### src/sv/scm_pkg.sv
`default_nettype none

package scm_pkg;

    // Field widths of the stream items.
    localparam int OPCODE_W   = 3;
    localparam int CHAN_W     = 4;
    localparam int INDEX_W    = 4;
    localparam int SUM_W      = 20;
    localparam int STEP_OUT_W = 4;
    localparam int CFG_W      = 5;
    localparam int M_DATA_W   = 32;

    localparam logic [CFG_W-1:0] STEP_COUNT_RESET = 5'd2;

    localparam int SUM_MAX = 524287;
    localparam int SUM_MIN = -524288;

    typedef enum logic [OPCODE_W-1:0] {
        OP_SAMPLE   = 3'd0,
        OP_TOGGLE   = 3'd1,
        OP_ADVANCE  = 3'd2,
        OP_EDIT_NXT = 3'd3,
        OP_EDIT_PRV = 3'd4,
        OP_SET_COL  = 3'd5
    } opcode_t;

    // Commands from the sequencer to the datapath.
    typedef struct packed {
        logic clr_step;
        logic load;
        logic hold_write;
        logic acc_clear;
        logic sum_step;
        logic rd_edit;
        logic wr_toggle;
        logic rd_set;
        logic wr_set;
        logic out_load;
        logic mod_start;
        logic mod_step;
        logic edit_inc;
        logic edit_dec;
    } cmd_t;

    // Status from the datapath back to the sequencer.
    typedef struct packed {
        logic clr_last;
        logic row_last;
        logic edit_ok;
        logic out_last;
        logic mod_last;
    } status_t;

endpackage

`default_nettype wire

### src/sv/scm_ctrl.sv
`default_nettype none

module scm_ctrl
    import scm_pkg::*;
(
    input  wire logic                aclk,
    input  wire logic                aresetn,
    input  wire logic                s_valid,
    input  wire logic [OPCODE_W-1:0] opcode,
    input  wire logic                frame_end,
    output logic                     s_ready,
    output logic                     m_valid,
    input  wire logic                m_ready,
    output cmd_t                     cmd,
    input  wire status_t             st
);

    typedef enum logic [3:0] {
        ST_CLEAR,
        ST_IDLE,
        ST_SUM,
        ST_SUM_END,
        ST_OUT_LOAD,
        ST_EMIT,
        ST_TOG_RD,
        ST_TOG_WR,
        ST_SET_RD,
        ST_SET_WR,
        ST_MOD
    } state_t;

    state_t state_reg, state_next;
    logic   m_valid_reg, m_valid_next;
    logic   accept;

    assign s_ready = (state_reg == ST_IDLE);
    assign m_valid = m_valid_reg;
    assign accept  = s_valid && s_ready;

    always_comb begin
        cmd          = '0;
        state_next   = state_reg;
        m_valid_next = m_valid_reg;
        case (state_reg)
            ST_CLEAR: begin
                cmd.clr_step = 1'b1;
                if (st.clr_last) begin
                    state_next = ST_IDLE;
                end
            end
            ST_IDLE: begin
                if (accept) begin
                    cmd.load = 1'b1;
                    case (opcode_t'(opcode))
                        OP_SAMPLE: begin
                            cmd.hold_write = 1'b1;
                            if (frame_end) begin
                                cmd.acc_clear = 1'b1;
                                state_next    = ST_SUM;
                            end
                        end
                        OP_TOGGLE:   state_next = ST_TOG_RD;
                        OP_ADVANCE: begin
                            cmd.mod_start = 1'b1;
                            state_next    = ST_MOD;
                        end
                        OP_EDIT_NXT: cmd.edit_inc = 1'b1;
                        OP_EDIT_PRV: cmd.edit_dec = 1'b1;
                        OP_SET_COL:  state_next = ST_SET_RD;
                        default:     state_next = ST_IDLE;
                    endcase
                end
            end
            ST_SUM: begin
                cmd.sum_step = 1'b1;
                if (st.row_last) begin
                    state_next = ST_SUM_END;
                end
            end
            ST_SUM_END: state_next = ST_OUT_LOAD;
            ST_OUT_LOAD: begin
                cmd.out_load = 1'b1;
                m_valid_next = 1'b1;
                state_next   = ST_EMIT;
            end
            ST_EMIT: begin
                if (m_ready) begin
                    if (st.out_last) begin
                        m_valid_next = 1'b0;
                        state_next   = ST_IDLE;
                    end else begin
                        cmd.out_load = 1'b1;
                    end
                end
            end
            ST_TOG_RD: begin
                if (st.edit_ok) begin
                    cmd.rd_edit = 1'b1;
                    state_next  = ST_TOG_WR;
                end else begin
                    state_next = ST_IDLE;
                end
            end
            ST_TOG_WR: begin
                cmd.wr_toggle = 1'b1;
                state_next    = ST_IDLE;
            end
            ST_SET_RD: begin
                if (st.edit_ok) begin
                    cmd.rd_set = 1'b1;
                    state_next = ST_SET_WR;
                end else begin
                    state_next = ST_IDLE;
                end
            end
            ST_SET_WR: begin
                cmd.wr_set = 1'b1;
                state_next = st.row_last ? ST_IDLE : ST_SET_RD;
            end
            ST_MOD: begin
                cmd.mod_step = 1'b1;
                if (st.mod_last) begin
                    state_next = ST_IDLE;
                end
            end
            default: state_next = ST_IDLE;
        endcase
    end

    always_ff @(posedge aclk) begin
        if (!aresetn) begin
            state_reg   <= ST_CLEAR;
            m_valid_reg <= 1'b0;
        end else begin
            state_reg   <= state_next;
            m_valid_reg <= m_valid_next;
        end
    end

endmodule

`default_nettype wire

### src/sv/scm_datapath.sv
`default_nettype none

module scm_datapath
    import scm_pkg::*;
#(
    parameter int STEPS       = 16,
    parameter int CHANNELS    = 10,
    parameter int SAMPLE_BITS = 16
) (
    input  wire logic                          aclk,
    input  wire logic                          aresetn,
    input  wire cmd_t                          cmd,
    output status_t                            st,
    input  wire logic [CHAN_W-1:0]             ch_in,
    input  wire logic [CHAN_W-1:0]             col_in,
    input  wire logic signed [SAMPLE_BITS-1:0] sample_in,
    input  wire logic                          cfg_wr_en,
    input  wire logic [CFG_W-1:0]              cfg_wr_data,
    output logic [INDEX_W-1:0]                 out_index,
    output logic signed [SUM_W-1:0]            out_sum,
    output logic [STEP_OUT_W-1:0]              out_step
);

    localparam int STEP_W    = $clog2(STEPS);
    localparam int ROW_W     = $clog2(CHANNELS);
    localparam int ADDR_W    = STEP_W + ROW_W;
    localparam int MEM_DEPTH = 1 << ADDR_W;
    localparam int ACC_W     = SAMPLE_BITS + ROW_W;
    localparam int SAT_W     = (ACC_W > SUM_W) ? ACC_W : SUM_W;
    localparam int RW        = STEP_W + 1;
    localparam int CW        = (CFG_W > RW) ? CFG_W : RW;
    localparam int DW        = 2 * STEP_W + 1;
    localparam int SH_W      = $clog2(STEP_W + 1);

    // Routing store: one row per step and input, one bit per output.
    logic [CHANNELS-1:0] route_mem [MEM_DEPTH];
    logic [CHANNELS-1:0] rd_reg;

    logic signed [SAMPLE_BITS-1:0] held_reg [CHANNELS];
    logic signed [ACC_W-1:0]       acc_reg  [CHANNELS];

    logic [CFG_W-1:0]  step_count_reg;
    logic [STEP_W-1:0] play_reg, edit_reg;
    logic [CHAN_W-1:0] ch_reg, col_reg;
    logic [ROW_W-1:0]  row_cnt_reg, col_cnt_reg, acc_row_reg;
    logic [ADDR_W-1:0] clr_cnt_reg;
    logic              acc_en_reg;
    logic              out_last_reg;
    logic [RW-1:0]     rem_reg;
    logic [SH_W-1:0]   sh_reg;

    logic [INDEX_W-1:0]      out_index_reg;
    logic signed [SUM_W-1:0] out_sum_reg;
    logic [STEP_OUT_W-1:0]   out_step_reg;

    logic [ROW_W-1:0]    ch_row, col_row, in_row;
    logic [CHANNELS-1:0] col_hot;
    logic                in_ch_ok;
    logic                mem_we, mem_re;
    logic [ADDR_W-1:0]   mem_wa, mem_ra;
    logic [CHANNELS-1:0] mem_wd;

    assign ch_row   = ch_reg[ROW_W-1:0];
    assign col_row  = col_reg[ROW_W-1:0];
    assign in_row   = ch_in[ROW_W-1:0];
    assign in_ch_ok = ({1'b0, ch_in} < (CHAN_W + 1)'(CHANNELS));
    assign col_hot  = {{(CHANNELS - 1){1'b0}}, 1'b1} << col_row;

    assign st.clr_last = (clr_cnt_reg == {ADDR_W{1'b1}});
    assign st.row_last = (row_cnt_reg == ROW_W'(CHANNELS - 1));
    assign st.edit_ok  = ({1'b0, ch_reg} < (CHAN_W + 1)'(CHANNELS)) &&
                         ({1'b0, col_reg} < (CHAN_W + 1)'(CHANNELS));
    assign st.out_last = out_last_reg;
    assign st.mod_last = (sh_reg == '0);

    assign out_index = out_index_reg;
    assign out_sum   = out_sum_reg;
    assign out_step  = out_step_reg;

    // Memory port selection.
    always_comb begin
        mem_we = cmd.clr_step || cmd.wr_toggle || cmd.wr_set;
        mem_re = cmd.sum_step || cmd.rd_edit || cmd.rd_set;
        if (cmd.clr_step) begin
            mem_wa = clr_cnt_reg;
            mem_wd = '0;
        end else if (cmd.wr_toggle) begin
            mem_wa = {edit_reg, ch_row};
            mem_wd = rd_reg ^ col_hot;
        end else begin
            mem_wa = {edit_reg, row_cnt_reg};
            mem_wd = (rd_reg & ~col_hot) | ((row_cnt_reg == ch_row) ? col_hot : '0);
        end
        if (cmd.sum_step) begin
            mem_ra = {play_reg, row_cnt_reg};
        end else if (cmd.rd_edit) begin
            mem_ra = {edit_reg, ch_row};
        end else begin
            mem_ra = {edit_reg, row_cnt_reg};
        end
    end

    always_ff @(posedge aclk) begin
        if (mem_we) begin
            route_mem[mem_wa] <= mem_wd;
        end
        if (mem_re) begin
            rd_reg <= route_mem[mem_ra];
        end
    end

    // Playing step length, held inside 1..STEPS.
    logic [CW-1:0] sc_x;
    logic [RW-1:0] step_len;

    always_comb begin
        sc_x = CW'(step_count_reg);
        if (sc_x == '0) begin
            step_len = RW'(1);
        end else if (sc_x > CW'(STEPS)) begin
            step_len = RW'(STEPS);
        end else begin
            step_len = RW'(sc_x);
        end
    end

    // One restoring remainder step per cycle.
    logic [DW-1:0] div_shift, rem_x, rem_sub;
    logic [RW-1:0] rem_next;

    always_comb begin
        div_shift = DW'(step_len) << sh_reg;
        rem_x     = DW'(rem_reg);
        rem_sub   = rem_x - div_shift;
        rem_next  = (rem_x >= div_shift) ? rem_sub[RW-1:0] : rem_reg;
    end

    // Saturation of the selected lane for the output register.
    logic signed [SAT_W-1:0] acc_x, sat_x;
    logic [31:0]             col_ext, play_ext;

    always_comb begin
        acc_x = SAT_W'(acc_reg[col_cnt_reg]);
        if (acc_x > SAT_W'(SUM_MAX)) begin
            sat_x = SAT_W'(SUM_MAX);
        end else if (acc_x < SAT_W'(SUM_MIN)) begin
            sat_x = SAT_W'(SUM_MIN);
        end else begin
            sat_x = acc_x;
        end
        col_ext  = 32'(col_cnt_reg);
        play_ext = 32'(play_reg);
    end

    always_ff @(posedge aclk) begin
        if (!aresetn) begin
            step_count_reg <= STEP_COUNT_RESET;
            play_reg       <= '0;
            edit_reg       <= '0;
            clr_cnt_reg    <= '0;
            acc_en_reg     <= 1'b0;
            for (int i = 0; i < CHANNELS; i++) begin
                held_reg[i] <= '0;
            end
        end else begin
            if (cfg_wr_en) begin
                step_count_reg <= cfg_wr_data;
            end
            if (cmd.clr_step) begin
                clr_cnt_reg <= clr_cnt_reg + 1'b1;
            end
            if (cmd.hold_write && in_ch_ok) begin
                held_reg[in_row] <= sample_in;
            end
            if (cmd.edit_inc) begin
                edit_reg <= (edit_reg == STEP_W'(STEPS - 1)) ? '0 : edit_reg + 1'b1;
            end else if (cmd.edit_dec) begin
                edit_reg <= (edit_reg == '0) ? STEP_W'(STEPS - 1) : edit_reg - 1'b1;
            end
            if (cmd.mod_step && st.mod_last) begin
                play_reg <= rem_next[STEP_W-1:0];
            end
            acc_en_reg <= cmd.sum_step;
        end
    end

    // Payload and counters that need no reset.
    always_ff @(posedge aclk) begin
        if (cmd.load) begin
            ch_reg      <= ch_in;
            col_reg     <= col_in;
            row_cnt_reg <= '0;
            col_cnt_reg <= '0;
        end else if (cmd.sum_step || cmd.wr_set) begin
            row_cnt_reg <= row_cnt_reg + 1'b1;
        end else if (cmd.out_load) begin
            col_cnt_reg <= col_cnt_reg + 1'b1;
        end
        acc_row_reg <= row_cnt_reg;
        if (cmd.acc_clear) begin
            for (int c = 0; c < CHANNELS; c++) begin
                acc_reg[c] <= '0;
            end
        end else if (acc_en_reg) begin
            for (int c = 0; c < CHANNELS; c++) begin
                if (rd_reg[c]) begin
                    acc_reg[c] <= acc_reg[c] + ACC_W'(held_reg[acc_row_reg]);
                end
            end
        end
        if (cmd.out_load) begin
            out_sum_reg   <= SUM_W'(sat_x);
            out_index_reg <= col_ext[INDEX_W-1:0];
            out_step_reg  <= play_ext[STEP_OUT_W-1:0];
            out_last_reg  <= (col_cnt_reg == ROW_W'(CHANNELS - 1));
        end
        if (cmd.mod_start) begin
            rem_reg <= RW'(play_reg) + 1'b1;
            sh_reg  <= SH_W'(STEP_W);
        end else if (cmd.mod_step) begin
            rem_reg <= rem_next;
            sh_reg  <= sh_reg - 1'b1;
        end
    end

endmodule

`default_nettype wire

### src/sv/stepped_crosspoint_mixer_core.sv
`default_nettype none

// Stepped crosspoint mixer: CHANNELS inputs by CHANNELS outputs with on/off
// crosspoints, holding STEPS routing matrices. The slave stream carries one
// item per transfer; the opcode in s_tuser selects a sample load, a crosspoint
// toggle, a playing step advance, an edit step move or a one-hot column set.
// A sample transfer with s_tlast high loads the sample and then produces
// CHANNELS master transfers, one sum per output in order, with m_tlast on the
// final one. The block takes one item at a time. For a frame end the routing
// rows of the playing step are read from the store one per cycle into
// CHANNELS parallel accumulators, then one sum per cycle goes out as the
// master side takes them. A toggle reads and rewrites one row; a column set
// reads and writes each row through the one store port pair, and an advance
// runs in the bit-serial remainder unit. After reset a clearing pass zeroes the
// routing store, one row per cycle, all 2**(clog2(STEPS) + clog2(CHANNELS)) rows
// (256 at the default sizes); s_tready stays low until it finishes. The step
// count register may be written at any time the block is idle.
module stepped_crosspoint_mixer_core
    import scm_pkg::*;
#(
    parameter int STEPS       = 16,
    parameter int CHANNELS    = 10,
    parameter int SAMPLE_BITS = 16
) (
    input  wire logic                aclk,
    input  wire logic                aresetn,

    // Step count register.
    input  wire logic                cfg_wr_en,
    input  wire logic [CFG_W-1:0]    cfg_wr_data,

    input  wire logic                s_tvalid,
    output logic                     s_tready,
    // Fields from bit 0 up: channel, output_column, sample, zero padding.
    input  wire logic [((2 * CHAN_W + SAMPLE_BITS + 7) / 8) * 8 - 1:0] s_tdata,
    // Fields from bit 0 up: opcode.
    input  wire logic [OPCODE_W-1:0] s_tuser,
    input  wire logic                s_tlast,

    output logic                     m_tvalid,
    input  wire logic                m_tready,
    // Fields from bit 0 up: output_index, mix_sum, playing_step, zero padding.
    output logic [M_DATA_W-1:0]      m_tdata,
    output logic                     m_tlast
);

    localparam int M_PAD = M_DATA_W - (INDEX_W + SUM_W + STEP_OUT_W);

    cmd_t    cmd;
    status_t st;

    logic [INDEX_W-1:0]      out_index;
    logic signed [SUM_W-1:0] out_sum;
    logic [STEP_OUT_W-1:0]   out_step;

    // The sequencer decides what each accepted transfer does and paces the
    // datapath through the store reads and writes that follow.
    scm_ctrl u_ctrl (
        .aclk      (aclk),
        .aresetn   (aresetn),
        .s_valid   (s_tvalid),
        .opcode    (s_tuser),
        .frame_end (s_tlast),
        .s_ready   (s_tready),
        .m_valid   (m_tvalid),
        .m_ready   (m_tready),
        .cmd       (cmd),
        .st        (st)
    );

    // The datapath holds the routing store, the held samples, the step
    // counters and the output register that drives m_tdata.
    scm_datapath #(
        .STEPS       (STEPS),
        .CHANNELS    (CHANNELS),
        .SAMPLE_BITS (SAMPLE_BITS)
    ) u_datapath (
        .aclk        (aclk),
        .aresetn     (aresetn),
        .cmd         (cmd),
        .st          (st),
        .ch_in       (s_tdata[CHAN_W-1:0]),
        .col_in      (s_tdata[2*CHAN_W-1:CHAN_W]),
        .sample_in   (s_tdata[2*CHAN_W +: SAMPLE_BITS]),
        .cfg_wr_en   (cfg_wr_en),
        .cfg_wr_data (cfg_wr_data),
        .out_index   (out_index),
        .out_sum     (out_sum),
        .out_step    (out_step)
    );

    assign m_tdata = {{M_PAD{1'b0}}, out_step, out_sum, out_index};
    assign m_tlast = st.out_last;

endmodule

`default_nettype wire

### config.mk
export PLATFORM = sky130hd
export DESIGN_NAME = stepped_crosspoint_mixer_core
export DESIGN_NICKNAME = d
export VERILOG_FILES = /design/src/sv/scm_pkg.sv /design/src/sv/scm_ctrl.sv /design/src/sv/scm_datapath.sv /design/src/sv/stepped_crosspoint_mixer_core.sv
export SDC_FILE = /design/constraint.sdc
export NUM_CORES = 2
export LEC_CHECK = 0
export ABC_AREA = 1
export ABC_CLOCK_PERIOD_IN_PS = 30900
export BUFFER_PORTS_ARGS = -buffer_cell sky130_fd_sc_hd__buf_2
export CORE_MARGIN = 8
export CORE_UTILIZATION = 59
export CTS_BUF_LIST = sky130_fd_sc_hd__clkbuf_16
export DETAILED_ROUTE_END_ITERATION = 6
export HOLD_SLACK_MARGIN = 0.12
export PLACE_DENSITY = 0.75
export SLEW_MARGIN = 20
export SYNTH_ARGS = -nofsm -noshare
export SYNTH_HDL_FRONTEND = slang
export SYNTH_SLANG_ARGS = --single-unit
### constraint.sdc
create_clock -name aclk -period 30.9 [get_ports aclk]
set_input_delay 1.545 -clock aclk [delete_from_list [all_inputs] [get_ports aclk]]
set_output_delay 1.545 -clock aclk [all_outputs]
set_load 0.005 [all_outputs]
==> results.json <==
{
  "first_global_vias": 96700,
  "avgViaCountPerCell": 5.90,
  "root_buffer": "clkbuf_16",
  "layout_commonest_cell": "nand2_1",
  "htree_levels": 5,
  "areaGrowthSynthToFinish_pct": 9.42,
  "fin_setup_tns_ns": 0,
  "synth_edf_count": 3068,
  "fin_cells": 17600,
  "nNetsFinal": 14400,
  "core_area_um2": 242000,
  "ant_nets": 0,
  "syn_inst": 14100,
  "wl_mm": 412,
  "async_flop_share_pct": 0,
  "finalSetupViolCount": 0,
  "post_drt_wl_per_cell_um": 23.4,
  "worstReg2RegEnd": "u_datapath.rd_reg[6]",
  "path_max_fanout": 77,
  "endpoint_kind": "flop",
  "multi_input_area_um2": 40800,
  "violations": "DRC",
  "synth_xor_area_share_pct": 0.385,
  "die-area_um2": 259000,
  "ys_top_cells_by_area": "edfxtp_1 (64%), nand2_1 (10%), nand3_1 (7.0%)",
  "yosysWarnings": 0,
  "cts_resized": 0,
  "syn_area_um2": 143000,
  "synth.largest_area_cell": "edfxtp_1",
  "hp-class": "reg2reg",
  "die_x_um": 509,
  "outcome": "complete, but fails checks",
  "fmax_mhz": 141,
  "finalCritPeriodShare_pct": 22.9,
  "p_per_area_nw_per_um2": 101,
  "min_period_ns": 7.08,
  "finClkSkew_ns": 0.0841,
  "critical_path_required_ns": 31.74,
  "synth_mux_area_share_pct": 0.846,
  "numCtsBuffers": 323,
  "cp.arrival_ns": 7.91,
  "grt-ovfl-total": 0,
  "max-cap-violations": 0,
  "maxSlewHeadroom_pct": 17.7,
  "synth_top_family_by_area": "simple AND/OR/NAND/NOR gates",
  "yosysSeqAreaShare_pct": 65.0,
  "crit_path_start_kind": "flop",
  "yosysTopAreaCellShare_pct": 64.3,
  "rows": 181,
  "critPathKind": "reg2reg",
  "synth_simple_gate_area_share_pct": 20.2,
  "io_pins": 73,
  "antenna_found_initial": 28,
  "reg2reg_from": "u_datapath.ch_reg[1]",
  "layout-drive-gt1-share_pct": 6.27,
  "place_hpwl_mm": 245,
  "synthAdderAreaFrac_pct": 1.94,
  "ys_ff_latch": 3114,
  "dr.pass1.iters": 7,
  "max_slew.worst_pin.slew_ns": 1.23,
  "gp_congestion": 0.933,
  "cts_setup_buffers": 0,
  "synth_compound_area_share_pct": 4.60,
  "ir_drop_uv": 116,
  "rsz0062_at_grt": "no",
  "io_buffers": 68,
  "drt_iter0_drc": 15000,
  "ys_types": 55,
  "drv_slew": 0,
  "cts.sinks": 3114,
  "layout_common_cells": "nand2_1 (3968), edfxtp_1 (3068), nand3_1 (2012)",
  "vias": 104000,
  "dp_cells": 17000,
  "rr_worst_depth": 18,
  "nFillCells": 18100,
  "leakage_uw": 0.0642,
  "ys.flop_type": "edfxtp_1",
  "grtUsageTotal_pct": 30.9,
  "drc_errors": 13,
  "path_clk_slew_ns": 0.06,
  "cts_tree": "yes",
  "final-seq-area_um2": 93100,
  "hold_depth": 0,
  "grt_first_pass_wirelength_mm": 606,
  "r2r_setup_slack_ns": 23.82,
  "hold_violations": 0,
  "cts_buffer_depth": 4,
  "syn_avg_cell_area_um2": 10.1,
  "start_util_pct": 59.1,
  "min_from": "u_datapath.row_cnt_reg[2]",
  "dieHeight_um": 509,
  "ctsHoldBuffers": 0,
  "grt_max_degree": 200,
  "largest_reg_flops": 2560,
  "clk_latency_ns": 0.98
}
## how the worst max path moves through the flow
stage	from	endpoint	depth (start not counted)
detailed placement	u_datapath.ch_reg[1]	u_datapath.rd_reg[6]	18
global placement	u_datapath.ch_reg[1]	u_datapath.rd_reg[6]	18
floorplan	u_ctrl.state_reg[1]	u_datapath.route_mem[0][8]	6
finish	u_datapath.ch_reg[1]	u_datapath.rd_reg[6]	18
global route	u_ctrl.state_reg[0]	u_datapath.rd_reg[6]	20
CTS	u_datapath.ch_reg[1]	u_datapath.rd_reg[6]	18
## power breakdown
part	leakage [uW]	internal, uW	switching (uW)	total (uW)
logic	0.0301	1850	5030	6870
clock network	0.00517	2110	1600	3710
registers	0.0289	5200	82.9	5280
## final cells by class
class	instances	share of cell area, %
well taps	3202	2.56
clock inverters	230	1.04
multi-input cells	8547	26.0
repair buffers	251	1.20
diodes	20	0.0319
clock buffers	329	5.25
flip-flops and latches	3114	59.4
inverters	1876	4.50
## cell families after synthesis
group	count (synthesis)
AND/OR/NAND/NOR	6865
adder cells (fa/ha/maj)	216
multiplexers	121
other	1
flip-flops	3114
AO/OA/AOI/OAI	1182
buffers and inverters	2585
XOR/XNOR	63
## worst max-delay path: stages (launching register included)
cell	delay, ns
edfxtp_1	0.45
o21ai_1	0.18
nand3_1	0.64
nand2_1	0.21
nand2_4	0.58
buf_4	0.83
buf_4	0.63
buf_4	0.73
buf_4	0.79
nand2_1	0.11
nand2_1	0.09
nand2_1	0.05
nand3_1	0.12
nand3_1	0.07
nand3_1	0.16
nand3_1	0.44
nand3_1	0.33
nand3_1	0.19
nand2_1	0.10
## metal layers
layer	vias to the layer above	share of wire [%]	track usage (%)
li1	47200	-	-
met1	48700	37	41.6
met2	6480	44	46.7
met3	1148	13	8.00
met4	20	5.7	15.9
met5	-	0.032	0
## stage by stage
stage / hold slack, ns / util (%) / worst slack [ns] / power, uW / area [um2]
after global placement: 0.396 / 60.5 / 24.22 / 11900 / 147000
after detailed placement: 0.396 / 60.5 / 24.14 / 12000 / 147000
after global routing: 0.422 / 64.7 / 23.68 / 16600 / 157000
final: 0.411 / 64.7 / 23.82 / 15900 / 157000
after floorplan: 0.376 / - / 20.76 / 9920 / 144000
after CTS: 0.407 / 64.6 / 24.13 / 15700 / 157000
## cells in the mapped netlist (29+ instances only)
cell      number
a21oi_1      443
inv_1       1856
edfxtp_1    3068
ha_1         205
clkbuf_1     347
nand4_1       38
buf_1         38
o21ai_0      463
nor2_1       633
nand2_1     3990
or2_2        112
o211ai_1     140
buf_2        308
mux2i_1      121
nor3_1        29
nand3_1     2012
dfxtp_1       46
xor2_1        42
Note: power is estimated with default switching activity, not from simulation.
